--- config.mk ---
export PLATFORM = sky130hd
export DESIGN_NAME = fixed_partition_fit_allocator_core
export DESIGN_NICKNAME = d
export VERILOG_FILES = /design/src/rtl/core/fpfa_pkg.sv /design/src/rtl/core/fpfa_table.sv /design/src/rtl/core/fixed_partition_fit_allocator_core.sv
export SDC_FILE = /design/constraint.sdc
export NUM_CORES = 1
export LEC_CHECK = 0
export ABC_AREA = 0
export BUFFER_PORTS_ARGS = -buffer_cell sky130_fd_sc_hd__buf_2
export CAP_MARGIN = 20
export CORE_ASPECT_RATIO = 0.6
export CORE_MARGIN = 4
export CORE_UTILIZATION = 50
export CTS_CLUSTER_DIAMETER = 120
export DETAILED_ROUTE_END_ITERATION = 6
export PLACE_DENSITY = 0.68
export SLEW_MARGIN = 20
export SYNTH_ARGS = -nofsm -noshare
export SYNTH_HDL_FRONTEND = slang
export SYNTH_HIERARCHICAL = 1
export SYNTH_SLANG_ARGS = --single-unit
--- constraint.sdc ---
create_clock -name i_clk -period 15.8 [get_ports i_clk]
set_input_delay 0.79 -clock i_clk [delete_from_list [all_inputs] [get_ports i_clk]]
set_output_delay 0.79 -clock i_clk [all_outputs]
set_load 0.005 [all_outputs]
--- src/rtl/core/fpfa_pkg.sv ---
// fpfa_pkg: widths, codes and the table entry type of the fit allocator
// shared by fpfa_table, the allocator core and its checker; no dependencies
`default_nettype none

package fpfa_pkg;

    localparam int NUM_PARTITIONS_DEF = 8;
    localparam int SIZE_W             = 16;
    localparam int IDX_IN_W           = 3;
    localparam int STATUS_W           = 2;
    localparam int POLICY_W           = 2;

    typedef logic [STATUS_W-1:0] t_status;
    localparam t_status ST_LOADED  = 2'd0;
    localparam t_status ST_GRANTED = 2'd1;
    localparam t_status ST_NOFIT   = 2'd2;

    typedef logic [POLICY_W-1:0] t_policy;
    localparam t_policy POL_FIRST = 2'd0;
    localparam t_policy POL_BEST  = 2'd1;
    localparam t_policy POL_WORST = 2'd2;

    localparam logic OP_LOAD    = 1'b0;
    localparam logic OP_REQUEST = 1'b1;

    typedef struct packed {
        logic [SIZE_W-1:0] size;
        logic              used;
    } t_entry;

    // an entry never loaded reads as size zero, in use
    localparam t_entry ENTRY_RESET = '{size: '0, used: 1'b1};

endpackage

`default_nettype wire

--- src/rtl/core/fpfa_table.sv ---
// fpfa_table: partition table memory, one write and one read port, read data registered
// depends on fpfa_pkg for the entry type and its reset value
`default_nettype none

module fpfa_table
    import fpfa_pkg::*;
#(
    parameter int NUM_PARTITIONS = NUM_PARTITIONS_DEF,
    parameter int IDX_W          = $clog2(NUM_PARTITIONS)
) (
    input  wire logic             i_clk,
    input  wire logic             i_rst_n,
    input  wire logic             i_wr_en,
    input  wire logic [IDX_W-1:0] i_wr_addr,
    input  wire t_entry           i_wr_entry,
    input  wire logic             i_rd_en,
    input  wire logic [IDX_W-1:0] i_rd_addr,
    output t_entry                o_rd_entry
);

    t_entry                    r_mem [NUM_PARTITIONS];
    logic [NUM_PARTITIONS-1:0] r_valid;
    t_entry                    r_rd_data;
    logic                      r_rd_vld;

    // valid bits stand in for the reset of the table contents
    always_ff @(posedge i_clk) begin
        if (!i_rst_n) begin
            r_valid <= '0;
        end else if (i_wr_en) begin
            r_valid[i_wr_addr] <= 1'b1;
        end
    end

    always_ff @(posedge i_clk) begin
        if (i_wr_en) begin
            r_mem[i_wr_addr] <= i_wr_entry;
        end
    end

    always_ff @(posedge i_clk) begin
        if (i_rd_en) begin
            r_rd_data <= r_mem[i_rd_addr];
            r_rd_vld  <= r_valid[i_rd_addr];
        end
    end

    assign o_rd_entry = r_rd_vld ? r_rd_data : ENTRY_RESET;

endmodule

`default_nettype wire

--- src/rtl/core/fixed_partition_fit_allocator_core.sv ---
// fixed_partition_fit_allocator_core: fixed partition allocator, first, best or worst fit
// depends on fpfa_pkg and instantiates fpfa_table
//
// usage
//   command channel: an item is taken at a clock edge with start high and busy
//   low. operation load writes the size of one partition and frees it; a load
//   beyond the table writes nothing but still reports. operation request looks
//   for a free partition of at least the given size under the fit policy.
//   result channel: o_done is high for one cycle with status, index and size;
//   the receiver cannot stall, so every result must be taken in that cycle.
//   configuration: i_cfg_valid with i_cfg_data writes the fit policy; always
//   ready, to be written only while the block is idle.
// result timing and throughput
//   load: result in the cycle after the transfer, busy stays low, so loads go
//   back to back at one per cycle.
//   request: the table memory is read one entry per cycle, the scan visits
//   every partition in turn and writes the used mark back in its last step;
//   result and busy low come together after the scan, so busy holds off a
//   new command until the request is through.
// reset: all partitions read as size zero and in use, policy first fit.
`default_nettype none

module fixed_partition_fit_allocator_core
    import fpfa_pkg::*;
#(
    parameter int NUM_PARTITIONS = NUM_PARTITIONS_DEF
) (
    input  wire logic                i_clk,
    input  wire logic                i_rst_n,
    input  wire logic                start,
    output logic                     busy,
    input  wire logic                i_operation,
    input  wire logic [IDX_IN_W-1:0] i_partition_index,
    input  wire logic [SIZE_W-1:0]   i_size,
    output logic                     o_done,
    output logic [STATUS_W-1:0]      o_status,
    output logic [IDX_IN_W-1:0]      o_granted_index,
    output logic [SIZE_W-1:0]        o_granted_size,
    input  wire logic                i_cfg_valid,
    output logic                     o_cfg_ready,
    input  wire logic [POLICY_W-1:0] i_cfg_data
);

    localparam int IDX_W = $clog2(NUM_PARTITIONS);
    // wide enough for any table index, for NUM_PARTITIONS itself and for the input index
    localparam int AW    = (IDX_W + 1 > IDX_IN_W) ? IDX_W + 1 : IDX_IN_W;

    typedef enum logic [1:0] {
        S_IDLE = 2'b01,
        S_SCAN = 2'b10
    } t_state;

    t_state              r_state, n_state;
    logic [IDX_W-1:0]    r_cnt, n_cnt;
    logic [SIZE_W-1:0]   r_want, n_want;
    logic                r_found, n_found;
    logic [IDX_W-1:0]    r_pick_idx, n_pick_idx;
    logic [SIZE_W-1:0]   r_pick_size, n_pick_size;
    t_policy             r_fit_policy;
    logic                r_done, n_done;
    t_status             r_status, n_status;
    logic [IDX_IN_W-1:0] r_gidx, n_gidx;
    logic [SIZE_W-1:0]   r_gsize, n_gsize;

    logic                accept;
    logic [AW-1:0]       ld_ext;
    logic                ld_in_range;
    logic                last;
    t_entry              rd_entry;
    logic                fits;
    logic                improve;
    logic                take;
    logic [IDX_W-1:0]    sel_idx;
    logic [SIZE_W-1:0]   sel_size;
    logic                sel_found;
    logic [AW-1:0]       sel_idx_ext;

    logic                wr_en;
    logic [IDX_W-1:0]    wr_addr;
    t_entry              wr_entry;
    logic                rd_en;
    logic [IDX_W-1:0]    rd_addr;

    assign busy        = (r_state == S_SCAN);
    assign accept      = start && !busy;
    assign o_cfg_ready = 1'b1;

    assign ld_ext      = AW'(i_partition_index);
    assign ld_in_range = ld_ext < AW'(NUM_PARTITIONS);
    assign last        = (r_cnt == IDX_W'(NUM_PARTITIONS - 1));

    // compare the entry that the memory returns with the best pick so far
    assign fits = !rd_entry.used && (rd_entry.size >= r_want);

    always_comb begin
        unique case (r_fit_policy)
            POL_BEST:  improve = rd_entry.size < r_pick_size;
            POL_WORST: improve = rd_entry.size > r_pick_size;
            default:   improve = 1'b0;
        endcase
    end

    assign take        = fits && (!r_found || improve);
    assign sel_idx     = take ? r_cnt : r_pick_idx;
    assign sel_size    = take ? rd_entry.size : r_pick_size;
    assign sel_found   = r_found || take;
    assign sel_idx_ext = AW'(sel_idx);

    // memory ports: loads write straight away, a request marks its pick in the last scan cycle
    always_comb begin
        wr_en    = 1'b0;
        wr_addr  = ld_ext[IDX_W-1:0];
        wr_entry = '{size: i_size, used: 1'b0};
        rd_en    = 1'b0;
        rd_addr  = '0;
        unique case (r_state)
            S_IDLE: begin
                if (accept && i_operation == OP_LOAD) begin
                    wr_en = ld_in_range;
                end
                if (accept && i_operation == OP_REQUEST) begin
                    rd_en = 1'b1;
                end
            end
            S_SCAN: begin
                if (last) begin
                    wr_en    = sel_found;
                    wr_addr  = sel_idx;
                    wr_entry = '{size: sel_size, used: 1'b1};
                end else begin
                    rd_en   = 1'b1;
                    rd_addr = r_cnt + 1'b1;
                end
            end
            default: begin
                wr_en = 1'b0;
            end
        endcase
    end

    always_comb begin
        n_state     = r_state;
        n_cnt       = r_cnt;
        n_want      = r_want;
        n_found     = r_found;
        n_pick_idx  = r_pick_idx;
        n_pick_size = r_pick_size;
        n_done      = 1'b0;
        n_status    = r_status;
        n_gidx      = r_gidx;
        n_gsize     = r_gsize;
        unique case (r_state)
            S_IDLE: begin
                if (accept && i_operation == OP_LOAD) begin
                    n_done   = 1'b1;
                    n_status = ST_LOADED;
                    n_gidx   = '0;
                    n_gsize  = '0;
                end else if (accept) begin
                    n_state     = S_SCAN;
                    n_cnt       = '0;
                    n_want      = i_size;
                    n_found     = 1'b0;
                    n_pick_idx  = '0;
                    n_pick_size = '0;
                end
            end
            S_SCAN: begin
                n_found     = sel_found;
                n_pick_idx  = sel_idx;
                n_pick_size = sel_size;
                if (last) begin
                    n_state  = S_IDLE;
                    n_done   = 1'b1;
                    n_status = sel_found ? ST_GRANTED : ST_NOFIT;
                    n_gidx   = sel_found ? sel_idx_ext[IDX_IN_W-1:0] : '0;
                    n_gsize  = sel_found ? sel_size : '0;
                end else begin
                    n_cnt = r_cnt + 1'b1;
                end
            end
            default: begin
                n_state = S_IDLE;
            end
        endcase
    end

    always_ff @(posedge i_clk) begin
        if (!i_rst_n) begin
            r_state      <= S_IDLE;
            r_done       <= 1'b0;
            r_fit_policy <= POL_FIRST;
        end else begin
            r_state <= n_state;
            r_done  <= n_done;
            if (i_cfg_valid && o_cfg_ready) begin
                r_fit_policy <= i_cfg_data;
            end
        end
    end

    always_ff @(posedge i_clk) begin
        r_cnt       <= n_cnt;
        r_want      <= n_want;
        r_found     <= n_found;
        r_pick_idx  <= n_pick_idx;
        r_pick_size <= n_pick_size;
        r_status    <= n_status;
        r_gidx      <= n_gidx;
        r_gsize     <= n_gsize;
    end

    fpfa_table #(
        .NUM_PARTITIONS (NUM_PARTITIONS),
        .IDX_W          (IDX_W)
    ) u_table (
        .i_clk      (i_clk),
        .i_rst_n    (i_rst_n),
        .i_wr_en    (wr_en),
        .i_wr_addr  (wr_addr),
        .i_wr_entry (wr_entry),
        .i_rd_en    (rd_en),
        .i_rd_addr  (rd_addr),
        .o_rd_entry (rd_entry)
    );

    assign o_done          = r_done;
    assign o_status        = r_status;
    assign o_granted_index = r_gidx;
    assign o_granted_size  = r_gsize;

endmodule

`default_nettype wire

==> run_results.csv, run 1 <==
group,metric,value,unit
floorplan,chipHeight,121,microns
worst_setup_path,crit_type,"reg2reg",
finish,final_common_cell,"edfxtp_1",
cts,cts_tree,"done",
power_and_ir_drop,vdd_ir_drop_max,0.0685,mV
finish,nets,769,
cts,cts_sinks,227,
synth,synth_top_area_cell,"edfxtp_1",
route,route.detailed.drc,0,
power_and_ir_drop,p_int,0.977,mW
sta,timing.final.crit_share,0.311,
cts,ctsResizeCount,0,
worst_setup_path,critPathMaxFanout,19,
placed_design,io_buffer_count,48,
worst_setup_path,arrival,5030,ps
floorplan,ios,50,
flow_run,cap_violations,0,
synth,synth_top_family_by_area,"compound AO/OA/AOI/OAI gates",
power_and_ir_drop,switching_share,0.218,
power_and_ir_drop,p_per_area,105,nW/um^2
floorplan,start_util,0.509,
finish,synthToLayoutAreaGrowth,10.9,%
cts,worstSkewPairLatency,500,ps
cts,numCtsBuffers,21,
placed_design,place_congestion,0.879,
synth,avgSynthCellArea,16.4,sq um
route,vias,5963,
global_route,antenna_found_initial,1,
global_route,grt_max_degree,50,
sta,drv_slew,0,
power_and_ir_drop,p_seq_frac,0.545,
floorplan,die_area,23800,sq um
synth,ys_warn_count,6,
sta,period_needed,4920,ps
sta,fmax,0.203,GHz
synth,synth_cells,652,
sta,finalSetupViolations,0,
synth,synth-adder-area-share,0.0445,
cts,clock-root-buffer,"clkbuf_16",
synth,synth_area,10700,sq um
finish,mostFrequentLayoutCells,"edfxtp_1 (214), buf_2 (48), inv_1 (38), ha_1 (38), mux4_1 (36)",
global_route,overflow,0,
global_route,grt_pass1_vias,5905,
global_route,grt_pass1_wl,35700,microns
floorplan,dieWidth,197,microns
synth,yosysSeqAreaShare,0.626,
placed_design,dp_hpwl,15900,microns
cts,cts_setup_buffers,0,
synth,synthXorXnorAreaFrac,0,
cts,cts_buffer_depth,3,
worst_setup_path,cp.required,15910,ps
sta,final.setup.tns,0,ps
status,outcome,"finished clean",
cts,htreeDepth,1,
power_and_ir_drop,switchingPower,0.273,mW
synth,muxShareOfSynthArea,0.109,
synth,syn_nets,716,
route,routed_via_density,5.96,
cts,hold_buffers,0,
synth,synth.top_cells.by_area,"edfxtp_1 (60%), mux4_1 (8.9%), ha_1 (4.5%)",
route,routedWlPerCell,23.3,microns
sta,fin_hold_ws,461,ps
synth,synth_seq_cells,227,
cts,clk_transition_reported_paths,60,ps
power_and_ir_drop,leakage,4.15,nW
finish,drive_gt1_frac,0.217,
route,wirelength,23300,microns
worst_hold_path,hp-class,"reg2reg",
global_route,grt_usage,0.196,
sta,rsz0062_at_grt,"false",
worst_setup_path,start_kind,"flip-flop",
route,ant_nets,0,
worst_setup_path,worstSetupEndpointType,"flip-flop",
synth,synthSimpleGateAreaFrac,0.0627,
power_and_ir_drop,combinationalPowerShare,0.070,
synth,synth_cell_types,60,
sta,slew_headroom,0.280,
sta,worstMarginPinSlew,1080,ps
sta,finalHoldViolations,0,
floorplan,placeableCoreArea,21000,sq um
floorplan,rows,41,
power_and_ir_drop,power.share.clock,0.385,
synth,synthFlopType,"edfxtp_1",
route,drtIter0Drc,500,
placed_design,placed_cell_area,11200,sq um
synth,async_flop_share,0,
route,drt_first_pass_iters,5,
synth,synth-compound-area-share,0.116,
synth,yosys.area.top_type_share,0.602,
sta,fin_skew,18.2,ps
finish,stdcell_area,11800,sq um
synth,synth_edf_count,214,
cells in the mapped netlist, types with 9 or more instances:
| master | number |
|---|---|
| a21boi_0 | 11 |
| clkbuf_1 | 10 |
| dfxtp_1 | 13 |
| o21a_1 | 10 |
| ha_1 | 38 |
| mux4_1 | 36 |
| and2_1 | 34 |
| mux2_2 | 18 |
| edfxtp_1 | 214 |
| nand2_1 | 11 |
| o211ai_2 | 9 |
| o211ai_1 | 11 |
| a21oi_1 | 32 |
| a31oi_1 | 19 |
| inv_1 | 38 |
| a21boi_1 | 10 |
| nor2_1 | 26 |
| o41ai_1 | 9 |
cells by family (layout without fill, tap and decap cells):
| logic type | count (synthesis) | after routing |
|---|---|---|
| AND/OR/NAND/NOR | 111 | 111 |
| other | 1 | 2 |
| multiplexers | 56 | 56 |
| adder cells (fa/ha/maj) | 38 | 38 |
| flip-flops | 227 | 227 |
| buffers and inverters | 73 | 141 |
| AO/OA/AOI/OAI | 146 | 146 |
per-layer routing:
layer / part of all wire / track usage / routed length (microns)
met5: 0.00060 / 0 / 14
met4: 0.011 / 0.0247 / 247
met3: 0.065 / 0.0347 / 1510
met2: 0.43 / 0.292 / 10100
met1: 0.49 / 0.312 / 11400
cell type report:
type | instances | area (sq um)
fillers | 1639 | 9140
flip-flops and latches | 227 | 6690
multi-input cells | 352 | 3650
clock buffers | 30 | 579
repair buffers | 65 | 368
well taps | 279 | 349
inverters | 38 | 143
clock inverters | 8 | 71.3
diodes | 1 | 2.50
critical path: stages, from the launching register on:
cell and delay [ps]:
edfxtp_1 620, and2_1 290, ha_1 330, a21oi_1 150
a21boi_0 170, or2_2 370, nor4_4 250, buf_4 380
o41ai_1 190, a31oi_1 720, and4b_1 1010
sequential cells by signal (all words and copies together), names as in the netlist:
register           count
u_table/r_rd_data     17
r_pick_size           16
o_status               2
r_pick_idx             3
o_done                 1
r_state                2
u_table/r_valid        8
o_granted_size        16
r_want                16
r_fit_policy           2
u_table/r_rd_vld       1
u_table/r_mem        136
r_cnt                  3
r_found                1
o_granted_index        3
power by group through the flow:
stage	logic [mW]	clock network, mW	registers [mW]
after CTS	0.0869	0.491	0.681
after floorplan	0.0584	0	0.691
after detailed placement	0.0863	0	0.693
after global placement	0.0840	0	0.693
final	0.0878	0.481	0.681
after global routing	0.0956	0.524	0.681
final timing paths:
check	startpoint	slack [ps]	to	depth (start not counted)
worst max-delay path	u_table/r_rd_vld	10880	u_table/r_mem[6][3]	10
worst min-delay path	u_table/r_valid[1]	460	u_table/r_valid[1]	1
worst max register to register	u_table/r_rd_vld	10880	u_table/r_mem[6][3]	10
worst min register to register	u_table/r_valid[1]	460	u_table/r_valid[1]	1
per-stage QoR:
stage                     worst slack [ps]   util  cells  power [mW]
final                                10880  0.565   1000        1.25
after global placement               11070  0.533    961       0.777
after CTS                            10900  0.564    999        1.26
after detailed placement             10930  0.533    961       0.780
after global routing                 10600  0.564    999        1.30
after floorplan                      10670      -    652       0.749
(Power assumes the default switching activity.)
==> inputs of run 2 (changes only) <==
- PLACE_DENSITY: 0.68 -> 0.71
- clock period: 15.8 -> 4.3 ns (I/O delays scaled with it)
==> run 2 against run 1 <==
Non-clock buffer count increased by 34. Largest power group unchanged. Critical path type unchanged. Critical path depth unchanged. First-iteration DRC count rose by 23%. Maximum frequency increased by 20%. Clock power rose to 4.0 times the previous value. Combinational power rose to 4.0 times the previous value.
==> run_results.csv, run 2 (synthesis results as in run 1) <==
group,metric,value,unit
worst_setup_path,cp.required,4460,ps
sta,finalSetupViolations,0,
worst_setup_path,critPathMaxFanout,18,
cts,cts_buffer_depth,3,
finish,fillers,1565,
global_route,grt_max_degree,43,
cts,clock-root-buffer,"clkbuf_16",
finish,largest-register,"u_table/r_mem",
route,routed_via_density,6.03,
floorplan,die_area,23800,sq um
power_and_ir_drop,vdd_ir_drop_max,0.294,mV
global_route,grt_usage,0.206,
sta,period_needed,4110,ps
floorplan,ios,50,
route,drt_first_pass_iters,5,
global_route,grt_pass1_vias,6171,
cts,cts_tree,"done",
floorplan,start_util,0.509,
placed_design,place_congestion,0.953,
route,drtIter0Drc,616,
finish,fin_cells,1031,
route,vias,6220,
flow_run,cap_violations,0,
global_route,antenna_found_initial,0,
finish,mostFrequentLayoutCells,"edfxtp_1 (214), buf_2 (48), inv_1 (38), ha_1 (38), mux4_1 (36)",
global_route,overflow,0,
sta,timing.final.crit_share,0.956,
sta,worstMarginPinSlew,891,ps
finish,stdcell_area,12200,sq um
sta,rsz0062_at_grt,"false",
floorplan,chipHeight,121,microns
finish,drive_gt1_frac,0.233,
route,ant_nets,0,
placed_design,placed_cell_area,11300,sq um
route,routedWlPerCell,23.8,microns
power_and_ir_drop,leakage,4.35,nW
worst_setup_path,start_kind,"flip-flop",
worst_setup_path,crit_type,"reg2reg",
route,wirelength,24500,microns
cts,cts_sinks,227,
cts,cts_setup_buffers,0,
global_route,grt_pass1_wl,37100,microns
cts,htreeDepth,1,
floorplan,dieWidth,197,microns
cts,worstSkewPairLatency,490,ps
floorplan,placeableCoreArea,21000,sq um
sta,fmax,0.243,GHz
finish,diodes,0,
sta,drv_slew,0,
sta,slew_headroom,0.403,
sta,finalHoldViolations,0,
finish,reg_top3,"u_table/r_mem x136, u_table/r_rd_data x17",
placed_design,io_buffer_count,48,
floorplan,rows,41,
power_and_ir_drop,p_per_area,390,nW/um^2
sta,fin_skew,6.68,ps
worst_setup_path,arrival,4270,ps
finish,final_common_cell,"edfxtp_1",
cts,clk_transition_reported_paths,70,ps
placed_design,dp_cells,977,
finish,nets,803,
finish,synthToLayoutAreaGrowth,14.5,%
worst_hold_path,hp-class,"in2reg",
placed_design,dp_hpwl,16700,microns
status,outcome,"finished clean",
power_and_ir_drop,power,4.76,mW
worst_setup_path,worstSetupEndpointType,"flip-flop",
cts,numCtsBuffers,21,
finish,largest_reg_flops,136,
route,route.detailed.drc,0,
## run 2: changes by cell type in the layout (fill, tap and decap cells not counted), moves of 2 or more
cell	previous run	this run
buf_4	17	32
clkbuf_1	7	3
dlygate4sd3_1	0	18
bufinv_16	1	3
## run 2: area by class of cell
cell class	count	area [sq um]	area share
Clock buffer	27	578	0.0473
Multi-Input combinational cell	352	3660	0.300
Sequential cell	227	6690	0.547
Clock inverter	9	124	0.0101
Inverter	38	143	0.0117
Tap cell	279	349	0.0286
Timing Repair Buffer	99	681	0.0557
## run 2: worst max-delay path, stage by stage, from the launching register on
cell,delay [ps]
edfxtp_1,620
and2_1,290
ha_1,330
o211ai_1,100
nand2_1,170
nand2_1,150
o31ai_4,660
o21ai_0,150
a21oi_1,550
nor4bb_4,380
buf_4,340
## run 2: metrics by stage
stage / worst slack, ps / setup TNS (ps) / util / hold WS (ps)
floorplan: -280 / -12610 / - / 277
detailed placement: 198 / 0 / 0.540 / 409
global route: 24.2 / 0 / 0.583 / 47.3
finish: 189 / 0 / 0.583 / 27.9
global placement: 382 / 0 / 0.540 / 409
CTS: 183 / 0 / 0.582 / 20.7
## run 2: power breakdown
group / switching (mW) / leakage (nW) / internal, mW
Sequential: 0.0242 / 2.06 / 2.48
Clock: 0.780 / 0.342 / 1.13
Combinational: 0.225 / 1.94 / 0.130
## run 2: timing repair
item / in CTS / in global routing
hold endpoints to repair: 18 / 0
hold buffers: 18 / 0
gates resized for setup: 0 / 2
setup endpoints to repair: 0 / 87
## run 2: worst paths after layout
check | to | cells past startpoint | slack, ps | startpoint
hold / removal | r_fit_policy[1] | 3 | 30 | i_cfg_valid
setup / recovery | u_table/r_mem[1][5] | 10 | 190 | u_table/r_rd_vld
hold reg to reg | u_table/r_valid[0] | 1 | 460 | u_table/r_valid[0]
setup reg to reg | u_table/r_mem[1][5] | 10 | 190 | u_table/r_rd_vld
## run 2: layer usage
layer / global-route usage / up-vias / wire length, microns
li1: - / 2782 / -
met1: 0.319 / 3180 / 11600
met2: 0.312 / 231 / 10900
met3: 0.0405 / 27 / 1700
met4: 0.0320 / 0 / 353
met5: 0 / - / 0
==> inputs of run 3 (changes only) <==
- CORE_UTILIZATION: 50 -> 56
- HOLD_SLACK_MARGIN: default -> 0.1
- PLACE_DENSITY: 0.71 -> 0.78
- clock period: 4.3 -> 3.5 ns (I/O delays scaled with it)
==> run 3 against run 2 <==
Routed wire length rose by 11%. The run now ends with negative setup slack left. Die area fell by 10%. Cell area rose by 13%. Via count rose by 7.8%.
==> run_results.csv, run 3 (synthesis results as in run 1) <==
group,metric,value,unit
finish,mostFrequentLayoutCells,"edfxtp_1 (214), buf_4 (93), buf_2 (48)",
cts,cts_buffer_depth,3,
global_route,grt_max_degree,37,
sta,drv_slew,0,
power_and_ir_drop,vdd_ir_drop_max,0.323,mV
cts,clock-root-buffer,"clkbuf_16",
worst_hold_path,hp-class,"in2reg",
route,routed_via_density,6.05,
power_and_ir_drop,leakage,5.04,nW
floorplan,ios,50,
worst_setup_path,worstSetupEndpointType,"flip-flop",
cts,cts_sinks,227,
worst_setup_path,crit_type,"reg2reg",
finish,reg_top3,"u_table/r_mem x136, u_table/r_rd_data x17",
sta,fmax,0.265,GHz
route,ant_nets,0,
finish,fin_cells,1108,
finish,final_common_cell,"edfxtp_1",
sta,slew_headroom,0.386,
floorplan,start_util,0.580,
worst_setup_path,arrival,3990,ps
sta,rsz0062_at_grt,"true",
worst_setup_path,cpMostUsedCell,"buf_6",
floorplan,die_area,21400,sq um
worst_setup_path,critPathMaxStageDelay,460,ps
global_route,grt_usage,0.241,
finish,synthToLayoutAreaGrowth,29.1,%
route,routedWlPerCell,24.6,microns
cts,htreeDepth,1,
cts,cts_tree,"done",
global_route,antenna_found_initial,0,
placed_design,dp_hpwl,17300,microns
worst_hold_path,hold_depth,5,
status,outcome,"finished, violations left",
sta,period_needed,3770,ps
route,route.detailed.drc,0,
worst_setup_path,cp.required,3720,ps
route,drtIter0Drc,710,
sta,finalHoldViolations,0,
sta,timing.final.crit_share,1.08,
route,drt_first_pass_iters,5,
finish,largest_reg_flops,136,
worst_setup_path,critPathMaxFanout,8,
finish,drive_gt1_frac,0.381,
finish,fillers,1065,
global_route,grt_pass1_wl,38600,microns
worst_setup_path,start_kind,"flip-flop",
placed_design,place_congestion,0.893,
worst_setup_path,r2r_cells,16,
placed_design,dp_slack,-220,ps
finish,largest-register,"u_table/r_mem",
floorplan,rows,38,
flow_run,cap_violations,0,
sta,fin_skew,18.7,ps
finish,diodes,0,
finish,finish.utilization,0.750,
global_route,overflow,0,
global_route,grt_pass1_vias,6578,
cts,clk_transition_reported_paths,60,ps
placed_design,dp_cells,1011,
power_and_ir_drop,p_per_area,424,nW/um^2
floorplan,placeableCoreArea,18400,sq um
worst_setup_path,crit_chain,"buf_6 > buf_6 > and2_4 > ha_4 > nand2_2 > o21a_4 > buf_6 > o2bb2ai_4 > nor4_4 > buf_4 > o41ai_4 > a31oi_4 > buf_6 > nor4bb_4 > buf_6 > clkbuf_16",
sta,fin_hold_ws,154,ps
finish,final-seq-area,6690,sq um
floorplan,chipHeight,115,microns
sta,fin_ws,-273,ps
route,wirelength,27300,microns
floorplan,dieWidth,186,microns
route,vias,6705,
status,violations,"negative setup slack",
placed_design,io_buffer_count,48,
worst_setup_path,slowest_stage,"edfxtp_1",
power_and_ir_drop,power,5.85,mW
finish,multi_input_area,4040,sq um
cts,numCtsBuffers,21,
sta,finalSetupViolations,152,
finish,nets,917,
cts,worstSkewPairLatency,510,ps
sta,worstMarginPinSlew,919,ps
==> run 3: changes by cell type in the layout (fill, tap and decap cells not counted), sizes merged <==
cell | previous run | this run
dlygate4sd3 | 18 | 22
clkbuf | 27 | 37
clkinvlp | 1 | 2
bufinv | 3 | 0
buf | 81 | 180
inv | 39 | 42
clkinv | 4 | 6
==> run 3: path summary, 6_finish.rpt <==
| path | from | end | slack, ps |
|---|---|---|---|
| max | u_table/r_rd_vld | u_table/r_mem[4][7] | -270 |
| min | i_operation | r_state[0] | 150 |
| max reg2reg | u_table/r_rd_vld | u_table/r_mem[4][7] | -270 |
| min reg2reg | u_table/r_valid[2] | u_table/r_valid[2] | 470 |
==> run 3: timing repair <==
action,in CTS,in global routing
endpoints found under the hold margin,28,0
resized for setup,11,54
pin swaps,10,11
hold buffers,22,0
setup endpoints to repair,152,208
buffers inserted,7,18
gates cloned,1,14
==> run 3: metrics by stage <==
step / instance area (sq um) / TNS, ps
finish: 13800 / -30950
floorplan: 10900 / -22820
global placement: 12200 / -15430
CTS: 13200 / -11260
detailed placement: 12200 / -24210
global route: 13800 / -46810
==> run 3: power by group <==
part | total, mW | internal [mW] | switching [mW]
Combinational | 0.600 | 0.271 | 0.329
Clock | 2.18 | 1.18 | 1.00
Sequential | 3.07 | 3.04 | 0.0300
Total | 5.85 | 4.49 | 1.36
==> run 3: cell type report <==
type | count | share of cell area
clock inverters | 12 | 0.00526
multi-input cells | 352 | 0.293
repair buffers | 213 | 0.143
clock buffers | 26 | 0.0416
flip-flops and latches | 227 | 0.485
inverters | 38 | 0.0103
well taps | 240 | 0.0218
==> run 3: routing by layer <==
metal / routed length [microns] / share of wire / vias to the layer above / track usage
met5: 0 / 0 / - / 0
met1: 12800 / 0.47 / 3378 / 0.365
met4: 383 / 0.014 / 0 / 0.0427
met2: 12100 / 0.44 / 279 / 0.372
met3: 2010 / 0.073 / 35 / 0.0487
li1: - / - / 3013 / -
==> run 3: worst max-delay path, delay by kind of cell (launching register included) <==
| family | cells | cell delay, ps |
|---|---|---|
| compound gates | 4 | 1040 |
| fa+ha+maj | 1 | 280 |
| buf+inv | 7 | 1090 |
| flops | 1 | 460 |
| simple gates | 4 | 580 |
